[src/hdl/hsv2rgb_pkg.sv]
// ----------------------------------------------------------------------------
// hsv2rgb_pkg
// Shared widths, fixed-point constants, sector codes and rounding multiply
// for the HSV to RGB pixel converter.
// ----------------------------------------------------------------------------
package hsv2rgb_pkg;

	// Q1.15 number format: ONE stands for 1.0
	localparam int FRAC_BITS = 15;
	localparam int CH_W      = 16;
	localparam int HUE_W     = 17;
	localparam int SEC_W     = 3;

	localparam logic [CH_W-1:0]  ONE        = CH_W'(1) << FRAC_BITS;
	localparam logic [HUE_W-1:0] HUE_SECTOR = HUE_W'(7680);   // 60 degrees, 7 fraction bits
	localparam logic [HUE_W-1:0] HUE_FULL   = HUE_W'(46080);  // 360 degrees
	localparam int               NUM_SECT   = 6;

	// f = round(rem * ONE / 7680) = floor((rem * 2^(FRAC_BITS-9) + 7) / 15) for rem < 7680;
	// the divide by 15 is a multiply by a rounded-up reciprocal
	localparam int REM_W       = 16;
	localparam int REM_LO_W    = 13;
	localparam int NUM_SHIFT   = FRAC_BITS - 9;
	localparam int NUM_W       = REM_LO_W + NUM_SHIFT;
	localparam int RECIP_SHIFT = NUM_W + 4;
	localparam int RECIP_W     = RECIP_SHIFT - 3;
	localparam logic [RECIP_W-1:0] RECIP =
		RECIP_W'(((64'd1 << RECIP_SHIFT) + 64'd14) / 64'd15);
	localparam logic [NUM_W-1:0] NUM_BIAS = NUM_W'(7);

	typedef enum logic [SEC_W-1:0] {
		SEC_RY = 3'd0,
		SEC_YG = 3'd1,
		SEC_GC = 3'd2,
		SEC_CB = 3'd3,
		SEC_BM = 3'd4,
		SEC_MR = 3'd5
	} sector_t;

	// rounding fixed-point multiply, halves rounded up
	function automatic logic [CH_W:0] fx_mul(input logic [CH_W-1:0] a,
		input logic [CH_W-1:0] b);
		logic [2*CH_W:0] prod;
		prod = (2*CH_W+1)'(a) * (2*CH_W+1)'(b);
		prod = prod + ((2*CH_W+1)'(1) << (FRAC_BITS - 1));
		return prod[FRAC_BITS +: CH_W+1];
	endfunction

endpackage

[src/hdl/hsv2rgb_hsv_if.sv]
// ----------------------------------------------------------------------------
// hsv2rgb_hsv_if
// Valid/ready channel carrying one HSV pixel per transaction.
// ----------------------------------------------------------------------------
interface hsv2rgb_hsv_if;
	logic                              valid;
	logic                              ready;
	logic [hsv2rgb_pkg::HUE_W-1:0]     hue;
	logic [hsv2rgb_pkg::CH_W-1:0]      saturation;
	logic [hsv2rgb_pkg::CH_W-1:0]      brightness;

	modport source (output valid, hue, saturation, brightness, input ready);
	modport sink (input valid, hue, saturation, brightness, output ready);
endinterface

[src/hdl/hsv2rgb_rgb_if.sv]
// ----------------------------------------------------------------------------
// hsv2rgb_rgb_if
// Valid/ready channel carrying one RGB pixel per transaction.
// ----------------------------------------------------------------------------
interface hsv2rgb_rgb_if;
	logic                              valid;
	logic                              ready;
	logic [hsv2rgb_pkg::CH_W-1:0]      red;
	logic [hsv2rgb_pkg::CH_W-1:0]      green;
	logic [hsv2rgb_pkg::CH_W-1:0]      blue;

	modport source (output valid, red, green, blue, input ready);
	modport sink (input valid, red, green, blue, output ready);
endinterface

[src/hdl/hsv_to_rgb_convert.sv]
// Converts one HSV pixel (hue in degrees with 7 fraction bits, saturation and value in
// Q1.15) to one RGB pixel in Q1.15 per transaction. The converter is a six-stage
// pipeline: it takes a new pixel every clock unless all stages are full and the output
// side is not ready, and a pixel is presented on the output from the sixth stage and
// leaves at the next clock edge at which the output side is ready. Each stage stalls
// only when it is full and the stage after it cannot take its pixel, so empty stages
// fill up while the output waits. Latency is set by the hue reciprocal multiply and the
// two rounds of rounding multiplies (s*f, then q and t against the value).
// ----------------------------------------------------------------------------
// hsv_to_rgb_convert
// Pipelined HSV to RGB color conversion, fixed point.
// ----------------------------------------------------------------------------
module hsv_to_rgb_convert (
	input  logic                 clk,
	input  logic                 arst_n,
	hsv2rgb_hsv_if.sink          hsv,
	hsv2rgb_rgb_if.source        rgb
);

	localparam int CW = hsv2rgb_pkg::CH_W;

	logic adv1, adv2, adv3, adv4, adv5, adv6;
	logic vld_s1, vld_s2, vld_s3, vld_s4, vld_s5, vld_s6;

	// stage 1: hue wrap, saturation clamp
	logic [hsv2rgb_pkg::HUE_W-1:0] hw_s1;
	logic [CW-1:0]                 s_s1, v_s1;
	logic                          zero_s1;

	// stage 2: sector, remainder, p
	hsv2rgb_pkg::sector_t          sec_s2;
	logic                          big_s2;
	logic [hsv2rgb_pkg::NUM_W-1:0] num_s2;
	logic [CW-1:0]                 s_s2, v_s2, p_s2;
	logic                          zero_s2;

	// stage 3: raw fraction
	hsv2rgb_pkg::sector_t          sec_s3;
	logic                          big_s3;
	logic [CW-1:0]                 fraw_s3, s_s3, v_s3, p_s3;
	logic                          zero_s3;

	// stage 4: s*f and (1-f)*s
	hsv2rgb_pkg::sector_t          sec_s4;
	logic [CW-1:0]                 sf_s4, sfc_s4, v_s4, p_s4;
	logic                          zero_s4;

	// stage 5: q and t
	hsv2rgb_pkg::sector_t          sec_s5;
	logic [CW-1:0]                 q_s5, t_s5, v_s5, p_s5;
	logic                          zero_s5;

	// stage 6: output pixel
	logic [CW-1:0]                 red_s6, green_s6, blue_s6;

	// a stage takes a new pixel when it is empty or its pixel moves on
	assign adv6 = !vld_s6 || rgb.ready;
	assign adv5 = !vld_s5 || adv6;
	assign adv4 = !vld_s4 || adv5;
	assign adv3 = !vld_s3 || adv4;
	assign adv2 = !vld_s2 || adv3;
	assign adv1 = !vld_s1 || adv2;

	assign hsv.ready = adv1;
	assign rgb.valid = vld_s6;
	assign rgb.red   = red_s6;
	assign rgb.green = green_s6;
	assign rgb.blue  = blue_s6;

	always_ff @(posedge clk or negedge arst_n) begin
		if (!arst_n) begin
			vld_s1 <= 1'b0;
			vld_s2 <= 1'b0;
			vld_s3 <= 1'b0;
			vld_s4 <= 1'b0;
			vld_s5 <= 1'b0;
			vld_s6 <= 1'b0;
		end else begin
			if (adv1) vld_s1 <= hsv.valid;
			if (adv2) vld_s2 <= vld_s1;
			if (adv3) vld_s3 <= vld_s2;
			if (adv4) vld_s4 <= vld_s3;
			if (adv5) vld_s5 <= vld_s4;
			if (adv6) vld_s6 <= vld_s5;
		end
	end

	// ---------------- stage 1
	always_ff @(posedge clk) begin
		if (adv1) begin
			if (hsv.hue >= hsv2rgb_pkg::HUE_FULL) begin
				hw_s1 <= hsv.hue - hsv2rgb_pkg::HUE_FULL;
			end else begin
				hw_s1 <= hsv.hue;
			end
			if (hsv.saturation >= hsv2rgb_pkg::ONE) begin
				s_s1 <= hsv2rgb_pkg::ONE;
			end else begin
				s_s1 <= hsv.saturation;
			end
			v_s1    <= hsv.brightness;
			zero_s1 <= (hsv.saturation == '0);
		end
	end

	// ---------------- stage 2
	logic [hsv2rgb_pkg::SEC_W-1:0] sec_cnt;
	logic [hsv2rgb_pkg::HUE_W-1:0] rem_full;
	logic [CW:0]                   p_full;

	always_comb begin
		sec_cnt = '0;
		// count thresholds passed; five of them cap the sector at magenta-red
		for (int k = 1; k < hsv2rgb_pkg::NUM_SECT; k++) begin
			if (hw_s1 >= hsv2rgb_pkg::HUE_W'(k) * hsv2rgb_pkg::HUE_SECTOR) begin
				sec_cnt = sec_cnt + hsv2rgb_pkg::SEC_W'(1);
			end
		end
		rem_full = hw_s1 - hsv2rgb_pkg::HUE_W'(sec_cnt) * hsv2rgb_pkg::HUE_SECTOR;
		p_full   = hsv2rgb_pkg::fx_mul(hsv2rgb_pkg::ONE - s_s1, v_s1);
	end

	always_ff @(posedge clk) begin
		if (adv2) begin
			sec_s2  <= hsv2rgb_pkg::sector_t'(sec_cnt);
			big_s2  <= (rem_full >= hsv2rgb_pkg::HUE_SECTOR);
			num_s2  <= {rem_full[hsv2rgb_pkg::REM_LO_W-1:0],
				{hsv2rgb_pkg::NUM_SHIFT{1'b0}}} + hsv2rgb_pkg::NUM_BIAS;
			s_s2    <= s_s1;
			v_s2    <= v_s1;
			p_s2    <= p_full[CW-1:0];
			zero_s2 <= zero_s1;
		end
	end

	// ---------------- stage 3
	logic [hsv2rgb_pkg::NUM_W+hsv2rgb_pkg::RECIP_W-1:0] recip_prod;

	assign recip_prod = (hsv2rgb_pkg::NUM_W+hsv2rgb_pkg::RECIP_W)'(num_s2)
		* (hsv2rgb_pkg::NUM_W+hsv2rgb_pkg::RECIP_W)'(hsv2rgb_pkg::RECIP);

	always_ff @(posedge clk) begin
		if (adv3) begin
			fraw_s3 <= recip_prod[hsv2rgb_pkg::RECIP_SHIFT +: CW];
			big_s3  <= big_s2;
			sec_s3  <= sec_s2;
			s_s3    <= s_s2;
			v_s3    <= v_s2;
			p_s3    <= p_s2;
			zero_s3 <= zero_s2;
		end
	end

	// ---------------- stage 4
	logic [CW-1:0] f_val;
	logic [CW:0]   sf_full, sfc_full;

	always_comb begin
		// remainder past one sector saturates the fraction at 1.0
		f_val    = big_s3 ? hsv2rgb_pkg::ONE : fraw_s3;
		sf_full  = hsv2rgb_pkg::fx_mul(s_s3, f_val);
		sfc_full = hsv2rgb_pkg::fx_mul(hsv2rgb_pkg::ONE - f_val, s_s3);
	end

	always_ff @(posedge clk) begin
		if (adv4) begin
			sf_s4   <= sf_full[CW-1:0];
			sfc_s4  <= sfc_full[CW-1:0];
			sec_s4  <= sec_s3;
			v_s4    <= v_s3;
			p_s4    <= p_s3;
			zero_s4 <= zero_s3;
		end
	end

	// ---------------- stage 5
	logic [CW:0] q_full, t_full;

	assign q_full = hsv2rgb_pkg::fx_mul(hsv2rgb_pkg::ONE - sf_s4, v_s4);
	assign t_full = hsv2rgb_pkg::fx_mul(hsv2rgb_pkg::ONE - sfc_s4, v_s4);

	always_ff @(posedge clk) begin
		if (adv5) begin
			q_s5    <= q_full[CW-1:0];
			t_s5    <= t_full[CW-1:0];
			sec_s5  <= sec_s4;
			v_s5    <= v_s4;
			p_s5    <= p_s4;
			zero_s5 <= zero_s4;
		end
	end

	// ---------------- stage 6
	logic [CW-1:0] r_sel, g_sel, b_sel;

	always_comb begin
		case (sec_s5)
			hsv2rgb_pkg::SEC_RY: begin r_sel = v_s5; g_sel = t_s5; b_sel = p_s5; end
			hsv2rgb_pkg::SEC_YG: begin r_sel = q_s5; g_sel = v_s5; b_sel = p_s5; end
			hsv2rgb_pkg::SEC_GC: begin r_sel = p_s5; g_sel = v_s5; b_sel = t_s5; end
			hsv2rgb_pkg::SEC_CB: begin r_sel = p_s5; g_sel = q_s5; b_sel = v_s5; end
			hsv2rgb_pkg::SEC_BM: begin r_sel = t_s5; g_sel = p_s5; b_sel = v_s5; end
			default:             begin r_sel = v_s5; g_sel = p_s5; b_sel = q_s5; end
		endcase
		// gray pixel: pass the value straight through
		if (zero_s5) begin
			r_sel = v_s5;
			g_sel = v_s5;
			b_sel = v_s5;
		end
	end

	always_ff @(posedge clk) begin
		if (adv6) begin
			red_s6   <= r_sel;
			green_s6 <= g_sel;
			blue_s6  <= b_sel;
		end
	end

	// ---------------- assertions
	a_accept_lands: assert property (@(posedge clk) disable iff (!arst_n)
		hsv.valid && hsv.ready |=> vld_s1)
		else $error("accepted pixel did not enter the first stage");

	a_frac_range: assert property (@(posedge clk) disable iff (!arst_n)
		vld_s3 && !big_s3 |-> fraw_s3 <= hsv2rgb_pkg::ONE)
		else $error("hue fraction above 1.0");

	a_scale_products: assert property (@(posedge clk) disable iff (!arst_n)
		vld_s4 |-> sf_s4 <= hsv2rgb_pkg::ONE && sfc_s4 <= hsv2rgb_pkg::ONE)
		else $error("saturation product above 1.0");

	a_channels_below_value: assert property (@(posedge clk) disable iff (!arst_n)
		vld_s5 |-> p_s5 <= v_s5 && q_s5 <= v_s5 && t_s5 <= v_s5)
		else $error("p, q or t exceeds the value");

endmodule

[src/flat_wrapper.sv]
// flat-port wrapper written by rule: the top's interface ports become plain ports
module hsv_to_rgb_convert_flat 
  (clk, arst_n, hsv_valid, hsv_hue, hsv_saturation, hsv_brightness, hsv_ready, rgb_valid, rgb_red, rgb_green, rgb_blue, rgb_ready);
  hsv2rgb_hsv_if hsv_i ();
  hsv2rgb_rgb_if rgb_i ();
  input  logic clk;
  input  logic arst_n;
  input wire logic [$bits(hsv_i.valid)-1:0] hsv_valid;
  input wire logic [$bits(hsv_i.hue)-1:0] hsv_hue;
  input wire logic [$bits(hsv_i.saturation)-1:0] hsv_saturation;
  input wire logic [$bits(hsv_i.brightness)-1:0] hsv_brightness;
  output wire logic [$bits(hsv_i.ready)-1:0] hsv_ready;
  output wire logic [$bits(rgb_i.valid)-1:0] rgb_valid;
  output wire logic [$bits(rgb_i.red)-1:0] rgb_red;
  output wire logic [$bits(rgb_i.green)-1:0] rgb_green;
  output wire logic [$bits(rgb_i.blue)-1:0] rgb_blue;
  input wire logic [$bits(rgb_i.ready)-1:0] rgb_ready;
  assign hsv_i.valid = hsv_valid;
  assign hsv_i.hue = hsv_hue;
  assign hsv_i.saturation = hsv_saturation;
  assign hsv_i.brightness = hsv_brightness;
  assign hsv_ready = hsv_i.ready;
  assign rgb_valid = rgb_i.valid;
  assign rgb_red = rgb_i.red;
  assign rgb_green = rgb_i.green;
  assign rgb_blue = rgb_i.blue;
  assign rgb_i.ready = rgb_ready;
  hsv_to_rgb_convert u_core (.clk(clk), .arst_n(arst_n), .hsv(hsv_i), .rgb(rgb_i));
endmodule
[config.mk]
export PLATFORM = sky130hd
export DESIGN_NAME = hsv_to_rgb_convert_flat
export DESIGN_NICKNAME = d
export VERILOG_FILES = /design/src/hdl/hsv2rgb_pkg.sv /design/src/hdl/hsv2rgb_hsv_if.sv /design/src/hdl/hsv2rgb_rgb_if.sv /design/src/hdl/hsv_to_rgb_convert.sv /design/src/flat_wrapper.sv
export SDC_FILE = /design/constraint.sdc
export NUM_CORES = 2
export LEC_CHECK = 0
export BUFFER_PORTS_ARGS = -buffer_cell sky130_fd_sc_hd__buf_2
export CAP_MARGIN = 10
export CORE_MARGIN = 1
export CORE_UTILIZATION = 60
export CTS_BUF_LIST = sky130_fd_sc_hd__clkbuf_8 sky130_fd_sc_hd__clkbuf_16
export DETAILED_ROUTE_END_ITERATION = 7
export HOLD_SLACK_MARGIN = 0.03
export PLACE_DENSITY = 0.78
export SYNTH_ARGS = -nofsm -noshare
export SYNTH_HDL_FRONTEND = slang
export SYNTH_SLANG_ARGS = --single-unit
[constraint.sdc]
create_clock -name clk -period 9.3 [get_ports clk]
set_input_delay 1.395 -clock clk [delete_from_list [all_inputs] [get_ports clk]]
set_output_delay 1.395 -clock clk [all_outputs]
set_load 0.01 [all_outputs]
==> metrics.csv <==
stage,metric,value,unit
status,status,"complete, no violations",
logic_synthesis,most numerous cell in the Yosys netlist,inv_1,
die,Ports,103,
logic_synthesis,"Primary FF master, synth",edfxtp_1,
clock_network,post-CTS sizing,0,
setup_path,most frequent cell on the critical path,fa_1,
logic_synthesis,number of synthesized flops with an enable pin,369,
timing,Max Clock Skew,0.0558,ns
die,Die H,312,um
timing,Final setup viols,0,
global_route,first-pass GRT wire length,215,mm
die,num rows,113,
die,Initial Util,60.6,%
clock_network,clock tree sinks,375,
route,WL final,130,mm
logic_synthesis,Syn Area/Cell,9.89,sq um
clock_network,Root Buffer,clkbuf_16,
global_route,All-Layer GR Usage,27.7,%
clock_network,CTS tree,done,
placement,RD Place Congestion,0.920,
clock_network,H-tree lvl count,2,
clock_network,TritonCTS Buffers,41,
clock_network,Hold Buf Count CTS,0,
timing,fin crit period,8.49,ns
logic_synthesis,Synth area leader,fa_1,
setup_path,crit-path max FO,19,
timing,setup TNS,0,ns
logic_synthesis,Synth Register Bits,375,
setup_path,Max stage delay on crit path,0.64,ns
die,die footprint,97400,sq um
route,DR WL/cell,18.1,um
cells_and_area,design area,61200,sq um
clock_network,worst-skew pair later-pin latency,0.60,ns
die,die width,312,um
hold_path,WHS Path Cells,0,
route,Vias,39500,
global_route,largest net degree at the start of global routing,71,
timing,Max Clk Rate,118,MHz
cells_and_area,share of layout cells above drive strength 1,5.76,%
logic_synthesis,sequential share of the synthesized area,19.5,%
cells_and_area,Final nets,7538,
timing,final slew viol count,0,
logic_synthesis,commonest cells in the netlist,"inv_1, fa_1, nand2_1",
setup_path,worst path required time,9.64,ns
cells_and_area,Multi-input gate area,40700,sq um
timing,Worst Tran Pin Value,1.21,ns
route,Detailed Route Iter0 Violations,2606,
cells_and_area,Fill cells,7358,
setup_path,Crit path depth,30,
logic_synthesis,Yosys warnings,0,
cells_and_area,Area Overhead vs Synth,6.16,%
setup_path,crit path kind,reg2reg,
global_route,total global routing overflow,0,
job,# Max-Cap Violations,0,
setup_path,"Largest delay share family, worst path",adder cells,
logic_synthesis,share of the synthesized area in the top cell type,34.2,%
cells_and_area,fin cells,7150,
clock_network,Max Buffers Root-to-Sink,3,
route,vias per inst,5.52,
placement,Port-buffer cells,102,
timing,Final period util,91.2,%
setup_path,Setup crit end kind,flop,
setup_path,Worst setup SP type,flop,
logic_synthesis,Synth cell types,76,
clock_network,post-CTS setup buffer count,0,
logic_synthesis,Mapped Cells,5830,
die,Core ar.,95200,sq um
cells_and_area,post-layout util,64.3,%
route,drt first pass iters,6,
timing,Rel. slew slack,19.7,%
route,Routed Antenna Nets,0,
logic_synthesis,post-synthesis async set-or-reset flop share,1.60,%
placement,DPL Wire Length,101,mm
timing,unrepaired setup endpoints after global routing,no,
global_route,initial antenna violation count,6,
setup_path,worst r2r path cells,30,
logic_synthesis,Synth area leaders,"fa_1, edfxtp_1, ha_1, inv_1, and2_1",
placement,post-place instance area,59900,sq um
route,number of remaining DRC errors,0,
clock_network,clk slew on worst S/H paths,0.08,ns
logic_synthesis,Netlist Area Pre-Place,57700,sq um
cells_and_area,Reg area,11200,sq um
timing,"Hold Vio Cnt, Final",0,
setup_path,worst path bufs/invs,5,
logic_synthesis,syn nets,7517,
hold_path,Hold/Removal Path Class,reg2reg,
setup_path,"Arr. time, crit path",8.83,ns
global_route,vias in the first global route,43100,
placement,cell total after placement,7073,
setup_path,R2R Setup Slk,0.81,ns
setup_path,Crit-path slowest cell,edfxtp_1,
## cells in the final DEF, fill, tap and decap left out, drive strengths merged, types with 126 or more instances in the layout
master / netlist / layout
and2: 562 / 562
xnor2: 126 / 126
nand2: 761 / 761
buf: 15 / 221
a21oi: 126 / 126
inv: 1318 / 1326
edfxtp: 369 / 369
ha: 649 / 649
nor2: 140 / 140
fa: 985 / 985
## flip-flops by register name, indices dropped and copies added, names as in the netlist, 13 cells and up
register / flops
u_core.fraw_s3: 16
u_core.hw_s1: 17
u_core.num_s2: 13
u_core.p_s2: 16
u_core.p_s3: 16
u_core.p_s4: 16
u_core.p_s5: 16
u_core.q_s5: 16
u_core.rgb.blue: 16
u_core.rgb.green: 16
u_core.rgb.red: 16
u_core.s_s1: 16
u_core.s_s2: 16
u_core.s_s3: 16
u_core.sf_s4: 16
u_core.sfc_s4: 16
u_core.t_s5: 16
u_core.v_s1: 16
u_core.v_s2: 16
u_core.v_s3: 16
u_core.v_s4: 16
u_core.v_s5: 16
## worst reg2reg max path: cells and delay by family (launching register included)
family                   cells  cell delay [ns]
AND/OR/NAND/NOR             11             2.16
XOR/XNOR                     2             0.26
AO/OA/AOI/OAI                5             1.19
buffers and inverters        5             0.61
flip-flops                   1             0.64
adder cells (fa/ha/maj)      7             3.36
## cell type report
class,instances,area share (%)
clock inverters,34,0.497
inverters,1318,8.08
multi-input cells,3894,66.5
well taps,1265,2.59
flip-flops and latches,375,18.3
diodes,2,0.00818
repair buffers,221,2.29
clock buffers,41,1.68
## cells by family (layout without fill, tap and decap cells)
group / count (synthesis) / in the layout / synth area share [%]
AO/OA/AOI/OAI: 343 / 343 / 3.92
XOR/XNOR: 178 / 178 / 2.70
adder cells (fa/ha/maj): 1634 / 1634 / 48.3
buffers and inverters: 1561 / 1614 / 10.2
flip-flops: 375 / 375 / 19.5
multiplexers: 67 / 67 / 1.17
other: 0 / 2 / 0
AND/OR/NAND/NOR: 1672 / 1672 / 14.3
## path summary, 6_finish.rpt
check                                    end      startpoint
max                        u_core.sfc_s4[15]   u_core.big_s3
min                           u_core.v_s4[1]  u_core.v_s3[1]
max reg2reg                u_core.sfc_s4[15]   u_core.big_s3
min reg2reg                   u_core.v_s4[1]  u_core.v_s3[1]
max in group asynchronous      u_core.vld_s3          arst_n
min in group asynchronous      u_core.vld_s2          arst_n
## per-layer routing
metal	track usage [%]	up-vias	wire length (um)
li1	-	17800	-
met1	35.3	19800	51200
met2	47.8	1531	63200
met3	4.87	354	10700
met4	9.41	4	4560
met5	0	-	28
## per-stage QoR
step / hold slack (ns) / worst slack (ns)
after global routing: 0.385 / 0.206
after detailed placement: 0.405 / 0.827
final: 0.370 / 0.815
after CTS: 0.363 / 0.822
after floorplan: 0.400 / 1.10
after global placement: 0.401 / 1.02
Power is not shown: default switching activity piles up to over one toggle a cycle in this logic, so the estimate is an artifact.
